===== config.mk =====
export PLATFORM = sky130hd
export DESIGN_NAME = mi_cdir_ctrl
export DESIGN_NICKNAME = d
export VERILOG_FILES = /design/src/hdl/mi_cdir_pkg.sv /design/src/hdl/mi_cdir_ctrl.sv
export SDC_FILE = /design/constraint.sdc
export NUM_CORES = 1
export LEC_CHECK = 0
export ABC_CLOCK_PERIOD_IN_PS = 1800
export BUFFER_PORTS_ARGS = -buffer_cell sky130_fd_sc_hd__clkbuf_2
export CAP_MARGIN = 10
export CORE_AREA = 2 2 39 41
export CTS_BUF_LIST = sky130_fd_sc_hd__clkbuf_4 sky130_fd_sc_hd__clkbuf_8 sky130_fd_sc_hd__clkbuf_16
export DETAILED_ROUTE_END_ITERATION = 8
export DIE_AREA = 0 0 41 43
export PLACE_DENSITY = 0.32
export SLEW_MARGIN = 0
export SYNTH_ARGS = -nofsm -noshare
export SYNTH_HDL_FRONTEND = slang
export SYNTH_SLANG_ARGS = --single-unit
export TNS_END_PERCENT = 1

===== constraint.sdc =====
create_clock -name clk_i -period 1.8 [get_ports clk_i]
set_input_delay 0 -clock clk_i [delete_from_list [all_inputs] [get_ports clk_i]]
set_output_delay 0 -clock clk_i [all_outputs]
set_load 0.1 [all_outputs]

===== src/hdl/mi_cdir_pkg.sv =====
// shared types and constants of the mi coherence directory
// no dependencies
`timescale 1ns / 1ps

package mi_cdir_pkg;

  // default sizes, taken as defaults by the top level parameters
  localparam int unsigned NODES_DEF  = 16;
  localparam int unsigned BLOCKS_DEF = 1024;

  // fixed field widths
  localparam int unsigned NODE_W   = 4;
  localparam int unsigned BLOCK_W  = 10;
  localparam int unsigned COUNT_W  = 5;
  localparam int unsigned LAT_W    = 10;
  localparam int unsigned ACTIVE_W = 5;
  localparam int unsigned CFG_IDX_W  = 4;
  localparam int unsigned CFG_DATA_W = 16;

  // configuration register indexes
  localparam logic [CFG_IDX_W-1:0] CFG_ACTIVE_NODES   = 4'd0;
  localparam logic [CFG_IDX_W-1:0] CFG_MEMORY_LATENCY = 4'd1;

  // directory block states
  localparam logic [1:0] ST_I  = 2'd0;
  localparam logic [1:0] ST_M  = 2'd1;
  localparam logic [1:0] ST_MM = 2'd2;

  // request message kinds
  localparam logic MSG_GETM = 1'b0;
  localparam logic MSG_DATA = 1'b1;

  // sent message kinds
  localparam logic SEND_DATA   = 1'b0;
  localparam logic SEND_RECALL = 1'b1;

  typedef enum logic [2:0] {
    QA_NONE     = 3'd0,
    QA_HELD     = 3'd1,
    QA_DEQUEUED = 3'd2,
    QA_ROTATED  = 3'd3,
    QA_ERROR    = 3'd4
  } qa_e;

  typedef struct packed {
    logic               op;
    logic [NODE_W-1:0]  src_node;
    logic [BLOCK_W-1:0] block_index;
    logic               msg_kind;
  } req_t;

  typedef struct packed {
    logic [2:0]         queue_action;
    logic               send_valid;
    logic [NODE_W-1:0]  send_node;
    logic [BLOCK_W-1:0] send_block;
    logic               send_kind;
    logic               memory_read_pulse;
    logic               memory_write_pulse;
    logic               transfer_pulse;
  } rsp_t;

  typedef struct packed {
    logic [CFG_IDX_W-1:0]  index;
    logic [CFG_DATA_W-1:0] value;
  } cfg_t;

  // controller to datapath
  typedef struct packed {
    logic clear;
    logic accept;
    logic exec;
  } dp_cmd_t;

  // datapath to controller
  typedef struct packed {
    logic clr_last;
    logic out_free;
  } dp_sts_t;

endpackage


===== src/hdl/mi_cdir_ctrl.sv =====
// sequencing controller: clearing pass, accept, read-modify-write step
// depends on mi_cdir_pkg for command and status types
`timescale 1ns / 1ps

module mi_cdir_ctrl (
  input  logic                 clk_i,
  input  logic                 rst_ni,
  input  logic                 in_valid_i,
  output logic                 in_ready_o,
  input  mi_cdir_pkg::dp_sts_t sts_i,
  output mi_cdir_pkg::dp_cmd_t cmd_o
);

  typedef enum logic [2:0] {
    CS_CLEAR = 3'b001,
    CS_IDLE  = 3'b010,
    CS_EXEC  = 3'b100
  } ctl_state_e;

  ctl_state_e state_q, state_d;

  // next state and commands
  always_comb begin
    state_d      = state_q;
    cmd_o        = '0;
    in_ready_o   = 1'b0;
    unique case (state_q)
      CS_CLEAR: begin
        cmd_o.clear = 1'b1;
        if (sts_i.clr_last) begin
          state_d = CS_IDLE;
        end
      end
      CS_IDLE: begin
        in_ready_o   = 1'b1;
        cmd_o.accept = in_valid_i;
        if (in_valid_i) begin
          state_d = CS_EXEC;
        end
      end
      CS_EXEC: begin
        // wait here while the previous result still sits in the output register
        if (sts_i.out_free) begin
          cmd_o.exec = 1'b1;
          state_d    = CS_IDLE;
        end
      end
      default: begin
        state_d = CS_CLEAR;
      end
    endcase
  end

  // state register
  always_ff @(posedge clk_i or negedge rst_ni) begin
    if (!rst_ni) begin
      state_q <= CS_CLEAR;
    end else begin
      state_q <= state_d;
    end
  end

endmodule


==> impl_metrics.ini, run 1 <==
[timing]
drv_slew = 0
period_needed_ns = 1.51
hold_viol = 0
layout_setup_ws_ns = 0.286
rsz0062_at_grt = no
setup_viol = 0
fmax_mhz = 660
setup_tns_ns = 0
fin_crit_sh = 0.841
finalClockSkew_ns = 0.00347
max_slew_margin = 0.642
worst_pin_slew_ns = 0.539

[clock_tree]
cts_setup_buffers = 0
max-clock-path-buffers = 2
post_cts_resized = 0
htreeDepth = 1
clk_pin_slew_ns = 0.04
root_buffer = clkbuf_4
clk-insertion-delay-late_ns = 0.24
cts_made_buffers = 3
cts_tree = done
cts_sinks = 3

[routing]
drt-vias-per-instance = 3.85
drt-total-wl_microns = 417
drtIter0Drc = 0
post_drt_wl_per_cell_microns = 9.07
routed-via-count = 177
drc = 0
ant_nets = 0
firstDrtPassIters = 1

[critical_path]
cp-end-kind = primary output
crit_slowest_cell = dfrtp_1
cp_cell_sequence = nor3b_2 -> and2_1 -> clkbuf_2
cp-start-kind = flop
crit_arrival_ns = 1.51
crit_type = reg -> out
worst-path-buf-inv = 1
crit_required_ns = 1.80
slowest_delay_ns = 0.46
path_max_fanout = 9
critPathTopFamily = flip-flops

[final_layout]
nets = 36
top_register = state_q
seq_area_sq_um = 76.3
top_regs = state_q: 3 flops
area_delta_synth_final_pct = 54.7
fin_cells = 46
drive_gt1_frac = 0.533
n_fill_cell = 151
fin_area_sq_um = 290
multi_input_area_sq_um = 110
insertedDiodeCount = 0
largest_register_ffs = 3

[yosys]
synthCells = 18
synthesis.nets = 23
ys_seq_area_frac = 0.407
synth.avg_cell_area_sq_um = 10.4
ys_types = 16
syn-cell-area_sq_um = 188
ys_seq_elements = 3
synth_warnings = 0

[grt]
grt_start_max_net_pins = 10
grt.overflow.total = 0
grt_first_pass_wirelength_microns = 669
grt_use_total = 0.0625
antenna_found_initial = 0
first_global_vias = 155

[placement]
dpl-instance-area_sq_um = 250
io_buffers = 8
dp_cells = 41
gp_congestion = 0.677
pre_cts_slack_ns = 0.528

[die]
die_h_microns = 43
die_area_sq_mm = 0.00176
ios = 9
core_sq_mm = 0.00138
start_util = 0.136
rows = 14
die_x_microns = 41

[min_path]
hp-class = in -> reg

[outcome]
status = completed

[job]
maxCapViolCount = 0
[worst min-delay path: stages]
cell and delay (ns):
clkbuf_2 0.09, nand3b_1 0.08, a21oi_1 0.06
[layout by cell type (no fill, tap or decap)]
cell type / instances
clkbuf_2: 8
clkbuf_4: 4
nor3b_2: 2
dfrtp_1: 2
and2_1: 1
and4bb_2: 1
inv_1: 1
and3b_1: 1
nor4b_1: 1
a211o_1: 1
nor2b_1: 1
o21ai_0: 1
o31ai_1: 1
nand3b_1: 1
or3b_1: 1
a21oi_1: 1
dlygate4sd3_1: 1
dfstp_2: 1
[logic make-up after synthesis]
kind of cell / count (synthesis) / synth area share
flip-flops: 3 / 0.407
AO/OA/AOI/OAI: 4 / 0.140
AND/OR/NAND/NOR: 9 / 0.393
buffers and inverters: 2 / 0.0600
[per-stage QoR]
step	hold slack [ns]	util
3_5_place_dp	-0.203	0.181
2_1_floorplan	-0.296	-
6_report	0.0376	0.210
5_1_grt	0.0580	0.210
3_3_place_gp	-0.203	0.181
4_1_cts	0.0354	0.210
[repair_timing]
| action | 4_1_cts | 5_1_grt |
|---|---|---|
| hold buffers | 1 | 0 |
| setup endpoints to repair | 0 | 0 |
| endpoints found under the hold margin | 3 | 0 |
[metal layers]
layer,GRT usage,up-vias,routed length [microns]
met2,0.0656,5,194
met1,0.0749,79,189
met3,0.0314,2,15
met4,0.0800,0,19
li1,-,91,-
met5,0,-,0
[cell usage after synthesis, drive strengths merged]
library cell	instances	area [sq um]
nand3b	1	7.51
and3b	1	8.76
and2	1	6.26
a21oi	1	5.00
nor2b	1	6.26
dfstp	1	26.3
inv	1	3.75
a211o	1	8.76
buf	1	7.51
nor3b	2	15.0
or3b	1	8.76
o21ai	1	5.00
o31ai	1	7.51
and4bb	1	12.5
nor4b	1	8.76
dfrtp	2	50.1
[cell type report]
class	instances	share of cell area
well taps	16	0.0690
inverters	1	0.0129
multi-input cells	13	0.379
repair buffers	9	0.172
flip-flops and latches	3	0.263
clock buffers	4	0.103
[path summary, 6_finish.rpt]
| check | slack, ns | to | from | cells past startpoint |
|---|---|---|---|---|
| setup / recovery | 0.29 | cmd_o[1] | state_q[2] | 3 |
| hold / removal | 0.04 | state_q[2] | in_valid_i | 3 |
| setup reg to reg | 0.61 | state_q[1] | state_q[0] | 2 |
| hold reg to reg | 0.56 | state_q[2] | state_q[0] | 1 |
| max in group asynchronous | 1.51 | state_q[0] | rst_ni | 2 |
| min in group asynchronous | 0.10 | state_q[1] | rst_ni | 2 |
Power of run 1 is left out: the tool's default activity adds up to more than one toggle a clock period on the data nets, which glitch-free logic cannot reach.
==> run 2: changes to the inputs <==
--- a/config.mk
+++ b/config.mk
@@ -5,7 +5,7 @@
 export SDC_FILE = /design/constraint.sdc
 export NUM_CORES = 1
 export LEC_CHECK = 0
-export ABC_CLOCK_PERIOD_IN_PS = 1800
+export ABC_CLOCK_PERIOD_IN_PS = 1400
 export BUFFER_PORTS_ARGS = -buffer_cell sky130_fd_sc_hd__clkbuf_2
 export CAP_MARGIN = 10
 export CORE_AREA = 2 2 39 41
==> constraint.sdc (replaced) <==
create_clock -name clk_i -period 1.4 [get_ports clk_i]
set_input_delay 0 -clock clk_i [delete_from_list [all_inputs] [get_ports clk_i]]
set_output_delay 0 -clock clk_i [all_outputs]
set_load 0.1 [all_outputs]
==> impl_metrics.ini, run 2 (synthesized netlist as in run 1, its figures left out) <==
[timing]
setup_viol = 0
hold_viol = 0
fin_crit_sh = 0.961
worst_pin_slew_ns = 0.254
rsz0062_at_grt = no
period_needed_ns = 1.34
whs_ns = 0.0647
drv_slew = 0
finalClockSkew_ns = 0.00318
fmax_mhz = 744
max_slew_margin = 0.828

[placement]
dp_cells = 41
io_buffers = 8
gp_congestion = 0.712

[final_layout]
top_regs = state_q: 3 flops
insertedDiodeCount = 0
nets = 36
drive_gt1_frac = 0.633
fin_cells = 46
largest_register_ffs = 3
layout_common_cells = 4 x clkbuf_4, 4 x clkbuf_2, 3 x buf_12
area_delta_synth_final_pct = 86.0
top_register = state_q

[outcome]
status = completed

[job]
maxCapViolCount = 0

[pwr]
p_per_area_mw_per_mm2 = 2710
ir_worst_vdd_mv = 1.24
p_leak_nw = 0.145

[clock_tree]
root_buffer = clkbuf_4
cts_made_buffers = 3
cts_setup_buffers = 0
cts_sinks = 3
clk-insertion-delay-late_ns = 0.24
htreeDepth = 1
clk_pin_slew_ns = 0.04
max-clock-path-buffers = 2
cts_tree = done

[routing]
drc = 0
post_drt_wl_per_cell_microns = 10.2
firstDrtPassIters = 4
drt-vias-per-instance = 4.22
ant_nets = 0
drtIter0Drc = 2
drt-total-wl_microns = 471
routed-via-count = 194

[grt]
grt_first_pass_wirelength_microns = 779
antenna_found_initial = 0
grt.overflow.total = 0
first_global_vias = 170
grt_start_max_net_pins = 10
grt_use_total = 0.0785

[critical_path]
slowest_delay_ns = 0.60
crit_type = reg -> out
cp_cell_sequence = and4bb_2 -> buf_4
crit_required_ns = 1.40
cp-start-kind = flop
crit_arrival_ns = 1.34
crit_slowest_cell = dfstp_2
path_max_fanout = 8
cp-end-kind = primary output

[min_path]
hp-class = in -> reg

[die]
ios = 9
rows = 14
core_sq_mm = 0.00138
start_util = 0.136
die_h_microns = 43
die_area_sq_mm = 0.00176
die_x_microns = 41
-- run 2: cell count changes in the layout (fill, tap and decap cells not counted), moves of 2 or more --
cell,delta
clkbuf_2,-4
buf_12,+3
dfrtp_1,-2
dfrtp_2,+2
-- run 2: critical path, delay by kind of cell, from the launching register on --
family | cells | cell delay, ns
DFF | 1 | 0.60
and+or+nand+nor | 1 | 0.27
buffers and inverters | 1 | 0.23
-- run 2: timing repair --
| action | 4_1_cts | 5_1_grt |
|---|---|---|
| endpoints found under the setup margin | 0 | 2 |
| gates resized for setup | 0 | 2 |
| hold buffers | 1 | 0 |
| hold endpoints to repair | 3 | 0 |
-- run 2: path summary, 6_finish.rpt --
path / from / end / slack [ns] / cells after the start
setup / recovery: state_q[0] / cmd_o[0] / 0.06 / 2
hold / removal: sts_i[0] / state_q[2] / 0.06 / 3
setup reg to reg: state_q[0] / state_q[1] / 0.18 / 2
hold reg to reg: state_q[2] / state_q[0] / 0.57 / 1
max in group asynchronous: rst_ni / state_q[0] / 1.12 / 2
min in group asynchronous: rst_ni / state_q[1] / 0.09 / 2
-- run 2: report_power, final --
group	switching (mW)	internal (mW)
clock network	0.0504	0.126
logic	0.328	0.228
registers	0.0775	0.136
total	0.456	0.490
-- run 2: cell type report --
type	instances	area, sq um
clock buffer	4	30.0
fill	153	1030
inverter	1	3.75
multi-input combinational	13	119
sequential	3	78.8
tap	16	20.0
timing repair buffer	9	97.6
-- run 2: per-stage QoR --
| step | util | TNS (ns) | instance area (sq um) | worst slack, ns | power (mW) |
|---|---|---|---|---|---|
| 3_3_place_gp | 0.222 | 0 | 307 | 0.175 | 0.767 |
| 3_5_place_dp | 0.222 | 0 | 307 | 0.182 | 0.766 |
| 5_1_grt | 0.252 | 0 | 349 | 0.00969 | 0.992 |
| 4_1_cts | 0.250 | 0 | 347 | 0.0413 | 0.951 |
| 2_1_floorplan | - | -0.873 | 206 | -0.425 | 0.580 |
| 6_report | 0.252 | 0 | 349 | 0.0552 | 0.946 |
-- run 2: metal layers --
metal | wire (microns) | track usage | vias to the layer above
li1 | - | - | 92
met1 | 185 | 0.0841 | 92
met2 | 253 | 0.0781 | 10
met3 | 33 | 0.0471 | 0
met4 | 0 | 0.120 | 0
met5 | 0 | 0 | -
No activity file was read; power rests on OpenSTA's default activity.
